===== src/rtl/bbl_pkg.sv =====
// bitmap blit package: shared types and panel constants
// no dependencies; imported by every module of the blit block
`timescale 1ns / 1ps

package bbl_pkg;

   // panel geometry and remap constants
   localparam int unsigned PanelW   = 16;
   localparam int unsigned PanelH   = 18;
   localparam logic [3:0]  MirrorX  = 4'd15;
   localparam logic [4:0]  MirrorY  = 5'd17;
   localparam logic [4:0]  FoldX    = 5'd23;
   localparam logic [4:0]  FoldYLo  = 5'd8;
   localparam logic [4:0]  FoldYHi  = 5'd26;
   localparam int unsigned MaxPix   = 8;
   localparam int unsigned FbDepth  = PanelW * PanelH;

   // register indexes of the configuration port
   typedef enum logic [2:0] {
      CSR_DEPTH_MODE   = 3'd0,
      CSR_ORIGIN_X     = 3'd1,
      CSR_ORIGIN_Y     = 3'd2,
      CSR_IMAGE_WIDTH  = 3'd3,
      CSR_IMAGE_HEIGHT = 3'd4,
      CSR_FORE_COLOUR  = 3'd5,
      CSR_BACK_COLOUR  = 3'd6
   } csr_index_type;

   typedef struct packed {
      logic [7:0] bitmap_byte;
      logic       first_byte;
   } req_type;

   typedef struct packed {
      logic [8:0] fb_index;
      logic [7:0] pixel_value;
      logic       in_panel;
      logic       last;
   } rsp_type;

   typedef struct packed {
      logic       depth_mode;
      logic [7:0] origin_x;
      logic [7:0] origin_y;
      logic [7:0] image_width;
      logic [7:0] image_height;
      logic [7:0] fore_colour;
      logic [7:0] back_colour;
   } cfg_type;

   // one byte's run of pixels, handed from the cursor unit to the emitter
   typedef struct packed {
      logic       valid;
      logic       depth_mode;
      logic [7:0] col;
      logic [7:0] row;
      logic [7:0] bits;
      logic [3:0] count;
   } plan_type;

endpackage


===== src/rtl/bitmap_blit_to_led_frame.sv =====
// bitmap blit top level: configuration registers, cursor unit and pixel emitter
// depends on bbl_pkg, bbl_cursor, bbl_emit
`timescale 1ns / 1ps

// Turns a stream of bitmap bytes into frame-buffer writes for a 16 x 18 LED
// panel. In 1-bit mode each byte gives min(8, pixels left in the row) pixel
// items, MSB first, zero bits in the foreground colour; in 8-bit mode a byte
// is one pixel. Each pixel item leaves the rsp channel as a separate transfer
// through the emitter's single output register, held there while rsp_stall is
// high. A byte that gives no pixels (finished or empty image) is absorbed
// with no pixel item. The first pixel of a byte passes through the work
// register and then the output register, and the next byte is taken while
// the current one is still being emitted. Clipped pixels still come out,
// with in_panel low and zero data; the last flag marks each byte's final
// pixel. The user must write configuration registers only while the block is
// idle, which the block does not enforce; the csr port never stalls.

module bitmap_blit_to_led_frame (
   input  logic             clock,
   input  logic             reset,
   // bitmap byte input
   input  logic             req_valid,
   output logic             req_stall,
   input  bbl_pkg::req_type req_data,
   // pixel write output
   output logic             rsp_valid,
   input  logic             rsp_stall,
   output bbl_pkg::rsp_type rsp_data,
   // register write port
   input  logic             csr_valid,
   output logic             csr_ready,
   input  logic [2:0]       csr_index,
   input  logic [7:0]       csr_data
);
   import bbl_pkg::*;

   cfg_type  cfg_ff, cfg_in;
   plan_type plan;
   logic     busy;
   logic     accept;

   // register file, writes to unused indexes are dropped
   assign csr_ready = 1'b1;

   always_comb begin
      cfg_in = cfg_ff;
      if (csr_valid) begin
         unique case (csr_index)
            CSR_DEPTH_MODE:   cfg_in.depth_mode   = csr_data[0];
            CSR_ORIGIN_X:     cfg_in.origin_x     = csr_data;
            CSR_ORIGIN_Y:     cfg_in.origin_y     = csr_data;
            CSR_IMAGE_WIDTH:  cfg_in.image_width  = csr_data;
            CSR_IMAGE_HEIGHT: cfg_in.image_height = csr_data;
            CSR_FORE_COLOUR:  cfg_in.fore_colour  = csr_data;
            CSR_BACK_COLOUR:  cfg_in.back_colour  = csr_data;
            default:          cfg_in = cfg_ff;
         endcase
      end
   end

   always_ff @(posedge clock) begin
      if (reset) begin
         cfg_ff <= '0;
      end else begin
         cfg_ff <= cfg_in;
      end
   end

   // a byte is taken whenever the emitter can load a new run next cycle
   assign req_stall = busy;
   assign accept    = req_valid && !busy;

   bbl_cursor u_cursor (
      .clock (clock),
      .reset (reset),
      .accept(accept),
      .req   (req_data),
      .cfg   (cfg_ff),
      .plan  (plan)
   );

   bbl_emit u_emit (
      .clock    (clock),
      .reset    (reset),
      .plan     (plan),
      .cfg      (cfg_ff),
      .busy     (busy),
      .rsp_valid(rsp_valid),
      .rsp_stall(rsp_stall),
      .rsp_data (rsp_data)
   );

endmodule


===== src/rtl/bbl_cursor.sv =====
// bitmap blit cursor unit: tracks the bitmap cursor and plans each byte's pixel run
// depends on bbl_pkg
`timescale 1ns / 1ps

module bbl_cursor (
   input  logic             clock,
   input  logic             reset,
   input  logic             accept,
   input  bbl_pkg::req_type req,
   input  bbl_pkg::cfg_type cfg,
   output bbl_pkg::plan_type plan
);
   import bbl_pkg::*;

   logic [7:0] cursor_col_ff, cursor_col_in;
   logic [7:0] cursor_row_ff, cursor_row_in;
   logic       image_done_ff, image_done_in;

   logic [7:0] col0, row0, col1, row1, row_wrap, rem, row_next;
   logic       done0, wrap, wrap_done, empty;
   logic [3:0] count;
   logic [8:0] col_end;

   always_comb begin
      // first byte restarts at the top left
      col0  = req.first_byte ? 8'd0 : cursor_col_ff;
      row0  = req.first_byte ? 8'd0 : cursor_row_ff;
      done0 = req.first_byte ? 1'b0 : image_done_ff;

      empty = done0 || (cfg.image_width == 8'd0) || (cfg.image_height == 8'd0)
              || (row0 >= cfg.image_height);

      // shrunk width: move to the next row first
      wrap      = col0 >= cfg.image_width;
      row_wrap  = row0 + 8'd1;
      wrap_done = wrap && (row_wrap >= cfg.image_height);
      col1      = wrap ? 8'd0 : col0;
      row1      = wrap ? row_wrap : row0;

      rem = cfg.image_width - col1;
      if (cfg.depth_mode) begin
         count = 4'd1;
      end else if (rem >= 8'(MaxPix)) begin
         count = 4'(MaxPix);
      end else begin
         count = rem[3:0];
      end

      col_end  = {1'b0, col1} + {5'd0, count};
      row_next = row1 + 8'd1;

      cursor_col_in = cursor_col_ff;
      cursor_row_in = cursor_row_ff;
      image_done_in = image_done_ff;
      plan.valid      = 1'b0;
      plan.depth_mode = cfg.depth_mode;
      plan.col        = col1;
      plan.row        = row1;
      plan.bits       = req.bitmap_byte;
      plan.count      = count;

      if (accept) begin
         if (empty) begin
            cursor_col_in = col0;
            cursor_row_in = row0;
            image_done_in = 1'b1;
         end else if (wrap_done) begin
            cursor_col_in = 8'd0;
            cursor_row_in = row_wrap;
            image_done_in = 1'b1;
         end else begin
            plan.valid = 1'b1;
            if (col_end == {1'b0, cfg.image_width}) begin
               cursor_col_in = 8'd0;
               cursor_row_in = row_next;
               image_done_in = row_next >= cfg.image_height;
            end else begin
               cursor_col_in = col_end[7:0];
               cursor_row_in = row1;
               image_done_in = 1'b0;
            end
         end
      end
   end

   always_ff @(posedge clock) begin
      if (reset) begin
         cursor_col_ff <= 8'd0;
         cursor_row_ff <= 8'd0;
         image_done_ff <= 1'b0;
      end else begin
         cursor_col_ff <= cursor_col_in;
         cursor_row_ff <= cursor_row_in;
         image_done_ff <= image_done_in;
      end
   end

endmodule


===== src/rtl/bbl_emit.sv =====
// bitmap blit emitter: steps through a planned pixel run, clips and remaps each pixel
// depends on bbl_pkg
`timescale 1ns / 1ps

module bbl_emit (
   input  logic              clock,
   input  logic              reset,
   input  bbl_pkg::plan_type plan,
   input  bbl_pkg::cfg_type  cfg,
   output logic              busy,
   output logic              rsp_valid,
   input  logic              rsp_stall,
   output bbl_pkg::rsp_type  rsp_data
);
   import bbl_pkg::*;

   plan_type   work_ff, work_in;
   logic       work_valid_ff, work_valid_in;
   logic [2:0] bit_ff, bit_in;
   logic       rsp_valid_ff, rsp_valid_in;
   rsp_type    rsp_ff, rsp_in;

   logic       adv, final_px, on_panel, px_bit;
   logic [7:0] col, sx, sy, value;
   logic [3:0] mx;
   logic [4:0] my;

   always_comb begin
      adv      = work_valid_ff && (!rsp_valid_ff || !rsp_stall);
      final_px = adv && ({1'b0, bit_ff} == (work_ff.count - 4'd1));
      busy     = work_valid_ff && !final_px;

      col    = work_ff.col + {5'd0, bit_ff};
      sx     = cfg.origin_x + col;
      sy     = cfg.origin_y + work_ff.row;
      px_bit = work_ff.bits[3'd7 - bit_ff];
      if (work_ff.depth_mode) begin
         value = work_ff.bits;
      end else begin
         value = px_bit ? cfg.back_colour : cfg.fore_colour;
      end

      on_panel = (sx < 8'(PanelW)) && (sy < 8'(PanelH));
      // mirror both axes; if mirrored column >= 8, flip it and each 9-row half back
      mx = MirrorX - sx[3:0];
      my = MirrorY - sy[4:0];
      if (mx[3]) begin
         mx = 4'(FoldX - {1'b0, mx});
         my = (my <= FoldYLo) ? (FoldYLo - my) : (FoldYHi - my);
      end

      rsp_in.last = final_px;
      if (on_panel) begin
         rsp_in.fb_index    = {my, mx};
         rsp_in.pixel_value = value;
         rsp_in.in_panel    = 1'b1;
      end else begin
         rsp_in.fb_index    = 9'd0;
         rsp_in.pixel_value = 8'd0;
         rsp_in.in_panel    = 1'b0;
      end

      rsp_valid_in = rsp_valid_ff;
      if (adv) begin
         rsp_valid_in = 1'b1;
      end else if (!rsp_stall) begin
         rsp_valid_in = 1'b0;
      end

      work_in       = work_ff;
      work_valid_in = work_valid_ff;
      bit_in        = bit_ff;
      if (plan.valid) begin
         work_in       = plan;
         work_valid_in = 1'b1;
         bit_in        = 3'd0;
      end else if (final_px) begin
         work_valid_in = 1'b0;
      end else if (adv) begin
         bit_in = bit_ff + 3'd1;
      end
   end

   always_ff @(posedge clock) begin
      if (reset) begin
         work_valid_ff <= 1'b0;
         rsp_valid_ff  <= 1'b0;
         bit_ff        <= 3'd0;
      end else begin
         work_valid_ff <= work_valid_in;
         rsp_valid_ff  <= rsp_valid_in;
         bit_ff        <= bit_in;
      end
   end

   always_ff @(posedge clock) begin
      work_ff <= work_in;
      if (adv) begin
         rsp_ff <= rsp_in;
      end
   end

   assign rsp_valid = rsp_valid_ff;
   assign rsp_data  = rsp_ff;

`ifndef SYNTHESIS
   a_bit_in_run: assert property (@(posedge clock) disable iff (reset)
      work_valid_ff |-> ({1'b0, bit_ff} < work_ff.count))
      else $error("pixel counter past end of run");
   a_clipped_zero: assert property (@(posedge clock) disable iff (reset)
      (rsp_valid_ff && !rsp_ff.in_panel) |->
      (rsp_ff.fb_index == 9'd0 && rsp_ff.pixel_value == 8'd0))
      else $error("clipped pixel carries data");
   a_index_range: assert property (@(posedge clock) disable iff (reset)
      (rsp_valid_ff && rsp_ff.in_panel) |-> (rsp_ff.fb_index < 9'(FbDepth)))
      else $error("frame buffer index out of range");
   a_no_overrun: assert property (@(posedge clock) disable iff (reset)
      (plan.valid && work_valid_ff) |-> final_px)
      else $error("new run loaded over unfinished run");
`endif

endmodule

===== config.mk =====
export PLATFORM = sky130hd
export DESIGN_NAME = bitmap_blit_to_led_frame
export DESIGN_NICKNAME = d
export VERILOG_FILES = /design/src/rtl/bbl_pkg.sv /design/src/rtl/bitmap_blit_to_led_frame.sv /design/src/rtl/bbl_cursor.sv /design/src/rtl/bbl_emit.sv
export SDC_FILE = /design/constraint.sdc
export NUM_CORES = 1
export LEC_CHECK = 0
export BUFFER_PORTS_ARGS = -buffer_cell sky130_fd_sc_hd__buf_4
export CORE_ASPECT_RATIO = 1.4
export CORE_MARGIN = 2
export CORE_UTILIZATION = 57
export CTS_BUF_LIST = sky130_fd_sc_hd__clkbuf_4 sky130_fd_sc_hd__clkbuf_8
export CTS_CLUSTER_DIAMETER = 60
export DETAILED_ROUTE_END_ITERATION = 10
export GPL_ROUTABILITY_DRIVEN = 0
export PLACE_DENSITY = 0.78
export SLEW_MARGIN = 10
export SYNTH_ARGS = -nofsm -noshare
export SYNTH_HDL_FRONTEND = slang
export SYNTH_SLANG_ARGS = --single-unit

===== constraint.sdc =====
create_clock -name clock -period 8.3 [get_ports clock]
set_input_delay 1.66 -clock clock [delete_from_list [all_inputs] [get_ports clock]]
set_output_delay 1.66 -clock clock [all_outputs]
set_load 0.03 [all_outputs]

Word-level counts from Yosys, hierarchy flattened:

Cells that the tools add are included.

* register bits after elaboration: 119
* logic and storage cells: 116

* add/sub/neg operators: 15
* magnitude comparators: 9
* equality and inequality tests: 9
* mux-type cells: 31
* bitwise operators: 1
* reductions and logical operators: 28

Operator list (number)
* 8-bit 2-to-1 mux: 12
* 8-bit greater-or-equal comparator: 4
* 2-bit AND reduction: 9
* 8-bit by 1-bit adder with 8-bit output, second input constant: 2
* 8-bit adder: 2
* 8-bit zero test: 2
* 8-bit by 5-bit less-than comparator with 1-bit output, second input constant: 2
* 1-bit 2-to-1 mux: 13
* 5-bit 2-to-1 mux: 2
* 5-bit subtractor, first input constant: 2
* 8-bit by 4-bit adder with 9-bit output: 1
* 3-bit == test, second input constant: 3
* 9-bit by 8-bit == test with 1-bit output: 1
* 8-bit by 3-bit adder with 8-bit output: 1
* 8-bit by 4-bit greater-or-equal comparator with 1-bit output, second input constant: 1
* 4-bit 2-to-1 mux: 2
* 8-bit subtractor: 1
* 3-bit by 2-bit == test with 1-bit output, second input constant: 2
* 1-bit logical AND: 6
* 5-bit by 4-bit <= comparator with 1-bit output, second input constant: 1
* 4-bit by 5-bit subtractor with 5-bit output, first input constant: 1
* 3-bit by 4-bit == test with 1-bit output: 1
* 1-bit zero test: 4
* 1-bit logical OR: 4
* other kinds (14): 14

Logic depth before layout (Yosys ltp):

Gate-level depths: netlist of the first run.

* word-level depth: 12
* depth in mapped cells: 34
* gate-level depth less buffers: 33

Cells and area by module:

A second synthesis of the first run with hierarchy kept.

* cell total of the unflattened synthesis: 837
* area total of the unflattened synthesis: 8075.2 µm²

By module, submodules not included
* bbl_emit: times used 1, cells an instance 258, area an instance 3062.9 µm², sequential area each 1541.5 µm²
* bbl_cursor: times used 1, cells an instance 400, area an instance 2997.9 µm², sequential area each 340.3 µm²
* bitmap_blit_to_led_frame: times used 1, cells an instance 179, area an instance 2014.4 µm², sequential area each 980.9 µm²

Least setup slack after synthesis of the first run:

OpenSTA, ideal clock, no wires.

* path type: input-to-reg
* start point: input port req_data[0] (netlist name)
* end point: register u_cursor.cursor_row_ff[0]
* arrival: 8.250 ns
* required time: 8.184 ns
* setup slack: -0.066 ns
* stages: 31
* path buffers: 3
* cell sequence: clkbuf_8 -> clkbuf_1 -> nor2b_1 -> ha_1 -> nor2b_4 -> o211a_4 -> o311ai_2 -> nand2_1 -> clkbuf_8 -> nor2_1 -> ha_1 -> inv_1 -> fa_1 -> a21o_1 -> a21oi_1 -> o21bai_1 -> a21oi_1 -> nor2_1 -> a211oi_1 -> o2111ai_1 -> or3b_2 -> fa_1 -> nand2b_1 -> a211oi_2 -> xnor2_1 -> o31a_1 -> nor4b_4 -> o2111a_2 -> a21oi_2 -> or3_1 -> and3b_1

RTL lines
* start, declared: line bitmap_blit_to_led_frame.sv:24 `input bbl_pkg::req_type req_data,`
* end signal, assigned: line bbl_cursor.sv:93 `cursor_row_ff <= cursor_row_in;`
* end, declared: line bbl_cursor.sv:16 `logic [7:0] cursor_row_ff, cursor_row_in;`

==> metrics.md, run 1 <==
| Metric | Value |
|---|---|
| Port buffer count | 45 |
| EDFF count, synth | 48 |
| Slowest library cell on the worst path | or3b_2 |
| Die span in y | ~140 µm |
| Status | finished clean |
| Area Overhead vs Synth | 12.6% |
| Maximum clock insertion buffer count | 2 |
| Slew HR | 0.293 |
| Clk slew on worst S/H paths | 0.08 ns |
| Setup Skew | 0.0118 ns |
| Clk sink count | around 120 |
| Tot Pwr | about 1400 µW |
| Crit Path Class | in -> reg |
| Syn Inst Count | approximately 850 |
| Max-cap violations | 0 |
| Vias per cell | 5.84 |
| Yosys warns | 0 |
| CP max stage delay | around 0.52 ns |
| Crit end category | register |
| Synth cell types | a little under 80 |
| Final critical-path required period | 7.95 ns |
| Final nets | around 1.0k |
| Finished Layout Cells | ~1.1k |
| RSZ-0062 raised after global routing | no |
| Hold Path Class | reg -> reg |
| Routed Antenna Nets | 0 |
| Setup crit start kind | input port |
| Fillers | between 1k and 1.5k |
| Core region area | 13300 µm² |
| Initial antenna violation count | 0 |
| Main synth FF type | dfxtp_1 |
| Multi-input logic area | 4550 µm² |
| Yosys top cell area share | 0.187 |
| Die area | between 10000 and 15000 µm² |
| DRC viols | 0 |
| Setup total negative slack | 0 ns |
| HPWL Detailed | about 14000 µm |
| TritonCTS clock tree | yes |
| Worst-Skew Late Latency | around 0.44 ns |
| Synth area leaders | edfxtp_1, dfxtp_1, ha_1 |
| Vias in the first global route | about 6.4k |
| P_leak | approximately 0.0034 µW |
| Io pins | 47 |
| Asr flop ratio synth | 0 |
| Root Buffer | clkbuf_8 |
| Dpl cells | 1072 |
| Peak supply drop | around 0.000083 V |
| FF+latch count, synth | 119 |
| Cell Pwr Density | about 160 nW/µm² |
| First-pass GRT wire length | 30200 µm |
| Drt pass-1 iters | 7 |
| Slew Limit Fails | 0 |
| Largest net degree at the start of global routing | roughly 70 |
| Max FO, Critical Path | 8 |
| Final WL | between 15000 and 20000 µm |
| FF/Latch Area | 2860 µm² |
| Die Wd | between 100 and 150 µm |
| Final Hold Fails | 0 |
| Maximum level of the CTS H-tree | 4 |
| Drt wl/cell | approximately 17 µm |
| DRT iter0 DRCs | 392 |
| Std cell rows | 50 |
| Starting density of the core | 0.578 |
| Worst Path Required | between 8 and 9 ns |
| Global route overflow | 0 |
| CTS buffer count | 17 |
| Worst slew pin tran | just over 1 ns |
| Seq/Total Area, Yosys | 0.371 |
| Reg2reg setup slack | 1.29 ns |
| All-Layer GR Usage | 0.267 |
| Antenna cell count | 0 |
| Fmax | approximately 130 MHz |
| Setup violations, final | 0 |
| Via count | 6455 |
| Share of cells above drive strength 1 | 0.134 |
| Synth Net Count | 954 |
| Tcrit/Tclk final | 0.958 |
| WP data arrival | 8.29 ns |
| # hold bufs at CTS | 0 |
| Synth Area per Inst | between 9 and 10 µm² |
| Area leader, netlist | edfxtp_1 |
| Post-Syn Area | between 7000 and 8000 µm² |
## final cells by class
cell class | instances | area share
Clock inverter | 15 | 0.0179
Timing Repair Buffer | 61 | 0.0528
Tap cell | 182 | 0.0262
Clock buffer | 17 | 0.0270
Multi-Input combinational cell | 659 | 0.524
Sequential cell | 119 | 0.330
Inverter | 52 | 0.0225
## cells by family after synthesis
kind of cell,Yosys count,share of synthesized area
AND/OR/NAND/NOR,307,0.190
AO/OA/AOI/OAI,196,0.167
flip-flops,119,0.371
adder cells (fa/ha/maj),77,0.132
buffers and inverters,74,0.0437
XOR/XNOR,58,0.0669
multiplexers,20,0.0295
other,1,0.000486
## path summary, 6_finish.rpt
kind,cells past startpoint,endpoint,start
worst max-delay path,29,u_cursor.cursor_row_ff[0],req_data[0]
worst max register to register,28,u_cursor.cursor_row_ff[0],cfg_ff[25]
worst min register to register,2,cfg_ff[11],cfg_ff[11]
worst min-delay path,2,cfg_ff[11],cfg_ff[11]
## cells in the final DEF, fill, tap and decap left out, drive strengths merged, types with 16 or more instances in the layout
cell type | netlist | layout
a21oi | 93 | 93
buf | 1 | 61
clkbuf | 20 | 17
dfxtp | 71 | 71
edfxtp | 48 | 48
ha | 70 | 70
inv | 52 | 54
mux2i | 16 | 16
nand2 | 126 | 126
nand3 | 23 | 23
nor2 | 63 | 63
nor2b | 19 | 19
nor3 | 23 | 23
o21ai | 17 | 17
xnor2 | 39 | 39
xor2 | 19 | 19
## report_power, final
part	total [µW]	internal (µW)	switching [µW]	leakage, µW
combinational	222	85.9	136	0.00225
clock	520	267	252	0.000195
sequential	621	614	6.98	0.000998
total	1360	967	396	0.00344
## repair_timing
action	4_1_cts	5_1_grt
gates resized for setup	0	4
setup endpoints to repair	0	8
buffers inserted	0	1
## flip-flops by register name, summed over array words and instances, names as in the netlist
signal	flops
u_emit.rsp_valid	1
u_emit.work_valid_ff	1
u_cursor.cursor_col_ff	8
u_emit.work_ff	29
u_cursor.cursor_row_ff	8
cfg_ff	49
u_emit.rsp_data	19
u_emit.bit_ff	3
u_cursor.image_done_ff	1
## per-stage QoR
stage	setup slack [ns]	hold WS, ns	util	instance area [µm²]
CTS	0.295	0.457	0.648	8640
finish	0.351	0.457	0.651	8680
global placement	0.0901	0.441	0.619	8250
global route	0.00888	0.474	0.651	8680
floorplan	0.0148	0.436	-	7710
detailed placement	-0.130	0.446	0.619	8250
## routing by layer
layer | global-route usage | part of all wire
met1 | 0.288 | 0.38
met2 | 0.490 | 0.53
met5 | 0 | 0
met3 | 0.0488 | 0.049
met4 | 0.134 | 0.040
## critical path, delay by kind of cell
family / cells / cell delay, ns
xor gates and xnor gates: 1 / 0.14
and+or+nand+nor: 10 / 2.28
buffers and inverters: 2 / 0.19
AOI/OAI and AO/OA: 12 / 2.67
adders and majority gates: 4 / 1.31
## synth_stat cells (14+ instances only)
cell type	count
inv_1	50
nand2b_1	14
nand3_1	23
xnor2_1	38
edfxtp_1	48
dfxtp_1	71
o21ai_0	15
clkbuf_1	15
ha_1	70
nor3_1	23
nand2_1	125
nor2b_1	18
mux2i_1	16
a21oi_1	92
xor2_1	19
nor2_1	62
Note: power is estimated with default switching activity, not from simulation.
==> run 2, diff against run 1 <==
Settings changed: REMOVE_ABC_BUFFERS from default to 1.
==> run 2 against run 1 <==
Against the previous run: non-clock buffer count down 1; setup slack worse by 0.031 ns; flip-flop and latch count unchanged; die area unchanged; combinational power about the same; register-to-register slack worse by 0.06 ns; first-iteration DRC count up 17%; via count up 0.77%; cell count about the same.
==> metrics.md, run 2 (synthesis results as in run 1) <==
| Metric | Value |
|---|---|
| Status | finished clean |
| Fmax | 125 MHz (-0.39%) |
| Crit end category | register |
| Die area | 14500 µm² (unchanged) |
| CP max stage delay | 0.53 ns (about the same) |
| Die span in y | 142 µm (unchanged) |
| Final nets | 1011 (-0.099%) |
| Root Buffer | clkbuf_8 |
| Cell Pwr Density | 169 nW/µm² (+7.7%) |
| CTS buffer count | 17 (unchanged) |
| Commonest non-fill, non-tap cell in the layout | nand2_1 |
| Vias in the first global route | 6373 (-1.2%) |
| Slowest library cell on the worst path | or3b_2 |
| Std cell rows | 50 (unchanged) |
| Slew HR | 0.269 (-0.0236) |
| All-Layer GR Usage | 0.273 (+0.00527) |
| Fillers | 1091 (-0.91%) |
| First-pass GRT wire length | 30800 µm (+2.0%) |
| HPWL Detailed | 14200 µm (+1.9%) |
| Setup violations, final | 0 (unchanged) |
| Maximum level of the CTS H-tree | 4 (unchanged) |
| Reg2Reg Depth | 28 (unchanged) |
| Clk sink count | 119 (unchanged) |
| Crit Path Class | in -> reg |
| Max FFs per register | 49 (unchanged) |
| Finished Layout Cells | 1104 (-0.090%) |
| Largest Register | cfg_ff |
| Worst slew pin tran | 1.07 ns (+0.0344 ns) |
| Worst Path Required | 8.64 ns (about the same) |
| # hold bufs at CTS | 0 (unchanged) |
| CP dominant cell by count | a21oi_1 |
| Largest net degree at the start of global routing | 72 (unchanged) |
| Hold Path Class | reg -> reg |
| Via count | 6505 (+0.77%) |
| Worst-Skew Late Latency | 0.45 ns (about the same) |
| Dpl cells | 1071 (-0.093%) |
| Gr busiest metal | met2 |
| Reg2reg setup slack | 1.23 ns (-0.06 ns) |
| DRC viols | 0 (unchanged) |
| Port buffer count | 45 (unchanged) |
| Setup WS pre-CTS | -0.0437 ns (+0.0862 ns) |
| Hold endpoint | cfg_ff[11] |
| WP data arrival | 8.32 ns (+0.03 ns) |
| Initial antenna violation count | 0 (unchanged) |
| Io pins | 47 (unchanged) |
| Core region area | 13300 µm² (unchanged) |
| Maximum clock insertion buffer count | 2 (unchanged) |
| GR Util met1 | 0.316 (+0.0280) |
| Post-route cell area | 8750 µm² (+0.87%) |
| Final critical-path required period | 7.98 ns (+0.0313 ns) |
| Worst reg2reg path endpoint | u_cursor.cursor_row_ff[0] |
| Final core occ | 0.657 (+0.00563) |
| Tcrit/Tclk final | 0.961 (+0.00377) |
| Share of cells above drive strength 1 | 0.134 (+0.000146) |
| Drt pass-1 iters | 5 (-2) |
| Hold_sp | cfg_ff[11] |
| Final Hold Fails | 0 (unchanged) |
| Setup crit start kind | input port |
| RSZ-0062 raised after global routing | no |
| DRT iter0 DRCs | 459 (+17%) |
| Peak supply drop | 0.0000857 V (+3.3%) |
| Global route overflow | 0 (unchanged) |
| Antenna cell count | 0 (unchanged) |
| Starting density of the core | 0.578 (unchanged) |
| Drt wl/cell | 17.4 µm (+2.8%) |
| Clk slew on worst S/H paths | 0.08 ns (about the same) |
| Max-cap violations | 0 (unchanged) |
| Routed Antenna Nets | 0 (unchanged) |
| TritonCTS clock tree | yes |
| Final worst-path setup slack | 0.320 ns (-0.0313 ns) |
| Area Overhead vs Synth | 13.6% |
| Setup Skew | 0.0151 ns (+0.00336 ns) |
| P_leak | 0.00347 µW (+0.77%) |
| Slew Limit Fails | 0 (unchanged) |
| Vias per cell | 5.89 (+0.87%) |
| Area post-placement | 8240 µm² (-0.12%) |
| Hold depth | 2 (unchanged) |
| Commonest cells after routing, fill and taps aside | nand2_1, a21oi_1, dfxtp_1 |
| Die Wd | 102 µm (unchanged) |
| Routing usage on met3 | 0.0433 (-0.00542) |
| Worst r2r src | cfg_ff[25] |
| Final WL | 19200 µm (+2.7%) |
| Max FO, Critical Path | 10 (+2) |
| Met2 usage | 0.492 (+0.00208) |
run 2: layer usage:
metal | vias up | wire length, µm
met2 | 230 | 10100
met1 | 3070 | 7560
met4 | 0 | 567
met3 | 47 | 962
li1 | 3158 | -
met5 | - | 0
run 2: how the worst max path moves through the flow:
stage,startpoint,slack (ns),to,depth (start not counted)
6_report,req_data[0],0.32,u_cursor.cursor_row_ff[0],30
3_5_place_dp,req_data[0],-0.04,u_cursor.cursor_row_ff[0],29
2_1_floorplan,req_data[0],0.29,u_cursor.cursor_row_ff[0],28
3_3_place_gp,req_data[0],0.18,u_cursor.cursor_row_ff[0],29
4_1_cts,req_data[0],0.38,u_cursor.cursor_row_ff[0],29
5_1_grt,req_data[0],0.02,u_cursor.cursor_row_ff[0],30
run 2: where the power goes:
part	internal [µW]	switching [µW]
combinational	86.9	138
clock	377	256
sequential	614	7.19
run 2: critical path, delay by kind of cell:
family / cells / cell delay (ns)
AOI/OAI and AO/OA: 11 / 2.40
and+or+nand+nor: 10 / 2.36
adders and majority gates: 4 / 1.28
buffers and inverters: 4 / 0.47
xor gates and xnor gates: 1 / 0.13
run 2: area by class of cell:
class,instances,area (µm²),area share
timing repair buffer,60,450,0.0515
clock inverter,13,216,0.0247
multi-input combinational,659,4540,0.519
clock buffer,19,262,0.0299
sequential,119,2860,0.327
inverter,52,195,0.0223
tap,182,228,0.0260
run 2: repair_timing:
action,CTS,global route
buffers inserted,0,1
endpoints found under the setup margin,0,2
resized for setup,0,4
endpoints found under the hold margin,0,0
run 2: per-stage QoR:
step	total power [µW]	hold WS, ns	setup TNS (ns)
2_1_floorplan	773	0.430	0
3_3_place_gp	843	0.441	0
3_5_place_dp	848	0.448	-0.0442
4_1_cts	1470	0.459	0
5_1_grt	1520	0.483	0
6_report	1480	0.455	0
==> run 3, diff against run 2 <==
Settings changed: CORE_ASPECT_RATIO 1.4 to default.
==> run 3 against run 2 <==
Against the previous run: flip-flop and latch count unchanged; die area about the same; cell count decreased by 0.63%; register-to-register slack improved by 0.13 ns; global-route usage decreased by 0.89 points; cell area decreased by 1.3%; clock-buffer cell count decreased by 1; sequential share of layout area increased by 0.43 points; wire length decreased by 4.7%; critical path type unchanged; highest routed layer unchanged.
==> metrics.md, run 3 (synthesis results as in run 1) <==
| Metric | Value |
|---|---|
| First-pass GRT wire length | 29800 µm (-3.0%) |
| CP max stage delay | 0.54 ns (about the same) |
| Hold slack | 0.457 ns (+0.00198 ns) |
| Setup Skew | 0.0158 ns (+0.000689 ns) |
| Max FO, Critical Path | 10 (unchanged) |
| Std cell rows | 42 (-16%) |
| Slew Limit Fails | 0 (unchanged) |
| Peak supply drop | 0.000117 V (+36%) |
| Reg2Reg Depth | 28 (unchanged) |
| Drt wl/cell | 16.7 µm (-4.1%) |
| Vias per cell | 5.85 (-0.71%) |
| Postcts setup bufs | 0 (unchanged) |
| Largest Register | cfg_ff |
| Final nets | 1010 (-0.099%) |
| Drt pass-1 iters | 5 (unchanged) |
| Crit Path Class | in -> reg |
| Initial antenna violation count | 0 (unchanged) |
| Clk slew on worst S/H paths | 0.08 ns (about the same) |
| DRT iter0 DRCs | 408 (-11%) |
| Port buffer count | 45 (unchanged) |
| Commonest cells after routing, fill and taps aside | nand2_1, a21oi_1, dfxtp_1 |
| Die Wd | 120 µm (+18%) |
| HPWL Detailed | 13300 µm (-6.1%) |
| Max-cap violations | 0 (unchanged) |
| DRC viols | 0 (unchanged) |
| Max FFs per register | 49 (unchanged) |
| Cell Pwr Density | 158 nW/µm² (-6.3%) |
| Vias in the first global route | 6134 (-3.8%) |
| Worst reg2reg path endpoint | u_cursor.cursor_row_ff[0] |
| Global route overflow | 0 (unchanged) |
| Tcrit/Tclk final | 0.956 (-0.00592) |
| Worst r2r src | cfg_ff[25] |
| Multi-input logic area | 4530 µm² (-0.25%) |
| CP Capture Point | u_cursor.cursor_row_ff[0] |
| Final Hold Fails | 0 (unchanged) |
| Hold Path Class | reg -> reg |
| Share of cells above drive strength 1 | 0.134 (-0.000940) |
| Die span in y | 120 µm (-15%) |
| All-Layer GR Usage | 0.264 (-0.00891) |
| Setup violations, final | 0 (unchanged) |
| Core region area | 13200 µm² (-0.62%) |
| Fmax | 126 MHz (+0.62%) |
| Via count | 6418 (-1.3%) |
| Post-route cell area | 8640 µm² (-1.3%) |
| Largest net degree at the start of global routing | 72 (unchanged) |
| P_leak | 0.00343 µW (-1.1%) |
| FF/Latch Area | 2860 µm² (unchanged) |
| Status | finished clean |
| Worst-Skew Late Latency | 0.46 ns (about the same) |
| Die area | 14500 µm² (about the same) |
| TritonCTS clock tree | yes |
| Root Buffer | clkbuf_8 |
| Final WL | 18300 µm (-4.7%) |
| Slew HR | 0.267 (-0.00214) |
| Final critical-path required period | 7.93 ns (-0.0491 ns) |
| Io pins | 47 (unchanged) |
| Slowest library cell on the worst path | or3b_2 |
| WP data arrival | 8.28 ns (-0.04 ns) |
| Fillers | 1097 (+0.55%) |
| Antenna cell count | 0 (unchanged) |
| Crit end category | register |
| Reg2reg setup slack | 1.36 ns (+0.13 ns) |
| Setup crit start kind | input port |
| Clk sink count | 119 (unchanged) |
| Worst Path Required | 8.65 ns (about the same) |
| Routed Antenna Nets | 0 (unchanged) |
| Maximum level of the CTS H-tree | 4 (unchanged) |
| Starting density of the core | 0.582 (+0.00361) |
| Maximum clock insertion buffer count | 2 (unchanged) |
| Area Overhead vs Synth | 12.1% |
| Worst slew pin tran | 1.07 ns (+0.00311 ns) |
| Area post-placement | 8230 µm² (about the same) |
| Commonest non-fill, non-tap cell in the layout | nand2_1 |
| CTS buffer count | 17 (unchanged) |
| Worst Setup SP | req_data[0] |
[run 3: changes by cell type in the layout (fill, tap and decap cells not counted), moves of 2 or more]
| cell | before | now |
|---|---|---|
| clkinv_2 | 0 | 2 |
| inv_6 | 3 | 5 |
| clkbuf_8 | 19 | 17 |
| a211oi_2 | 0 | 2 |
| o2111ai_2 | 0 | 2 |
| bufinv_16 | 5 | 2 |
[run 3: final cells by class]
class | count | area share
clock buffers | 18 | 0.0279
clock inverters | 14 | 0.0172
inverters | 52 | 0.0226
multi-input cells | 659 | 0.524
flip-flops and latches | 119 | 0.331
well taps | 176 | 0.0255
repair buffers | 59 | 0.0513
[run 3: worst min-delay path by stage]
stage,end,startpoint,cells after the start,slack (ns)
floorplan,cfg_ff[0],cfg_ff[0],2,0.43
global placement,cfg_ff[4],cfg_ff[4],2,0.44
detailed placement,cfg_ff[2],cfg_ff[2],2,0.45
CTS,cfg_ff[4],cfg_ff[4],2,0.46
global route,cfg_ff[0],cfg_ff[0],2,0.48
finish,cfg_ff[4],cfg_ff[4],2,0.46
[run 3: through the flow]
step / instances / total power, µW / utilization / TNS [ns] / setup WS (ns)
floorplan: 830 / 773 / - / 0 / 0.292
global placement: 1065 / 839 / 0.622 / 0 / 0.270
detailed placement: 1065 / 842 / 0.622 / 0 / 0.0651
CTS: 1097 / 1370 / 0.651 / 0 / 0.485
global route: 1097 / 1420 / 0.652 / -0.101 / -0.0523
finish: 1097 / 1370 / 0.652 / 0 / 0.369
[run 3: timing repair]
item / CTS / global route
gates resized for setup: 0 / 3
hold buffers: 0 / 0
setup endpoints to repair: 0 / 7
[run 3: per-layer routing]
metal  global-route usage  share of wire  up-vias
li1                     -              -     3150
met1                0.352           0.45     3004
met2                0.415           0.45      226
met3               0.0580          0.063       38
met4                0.113          0.029        0
met5                    0              0        -
[run 3: where the power goes]
part	switching (µW)	total [µW]	internal, µW
Clock	259	531	272
Sequential	6.59	620	614
Combinational	133	217	83.5
[run 3: critical path, delay by kind of cell]
family          cells  cell delay, ns
xor+xnor            1            0.11
compound gates     12            2.77
fa+ha+maj           4            1.31
simple gates       10            2.21
buf+inv             2            0.20
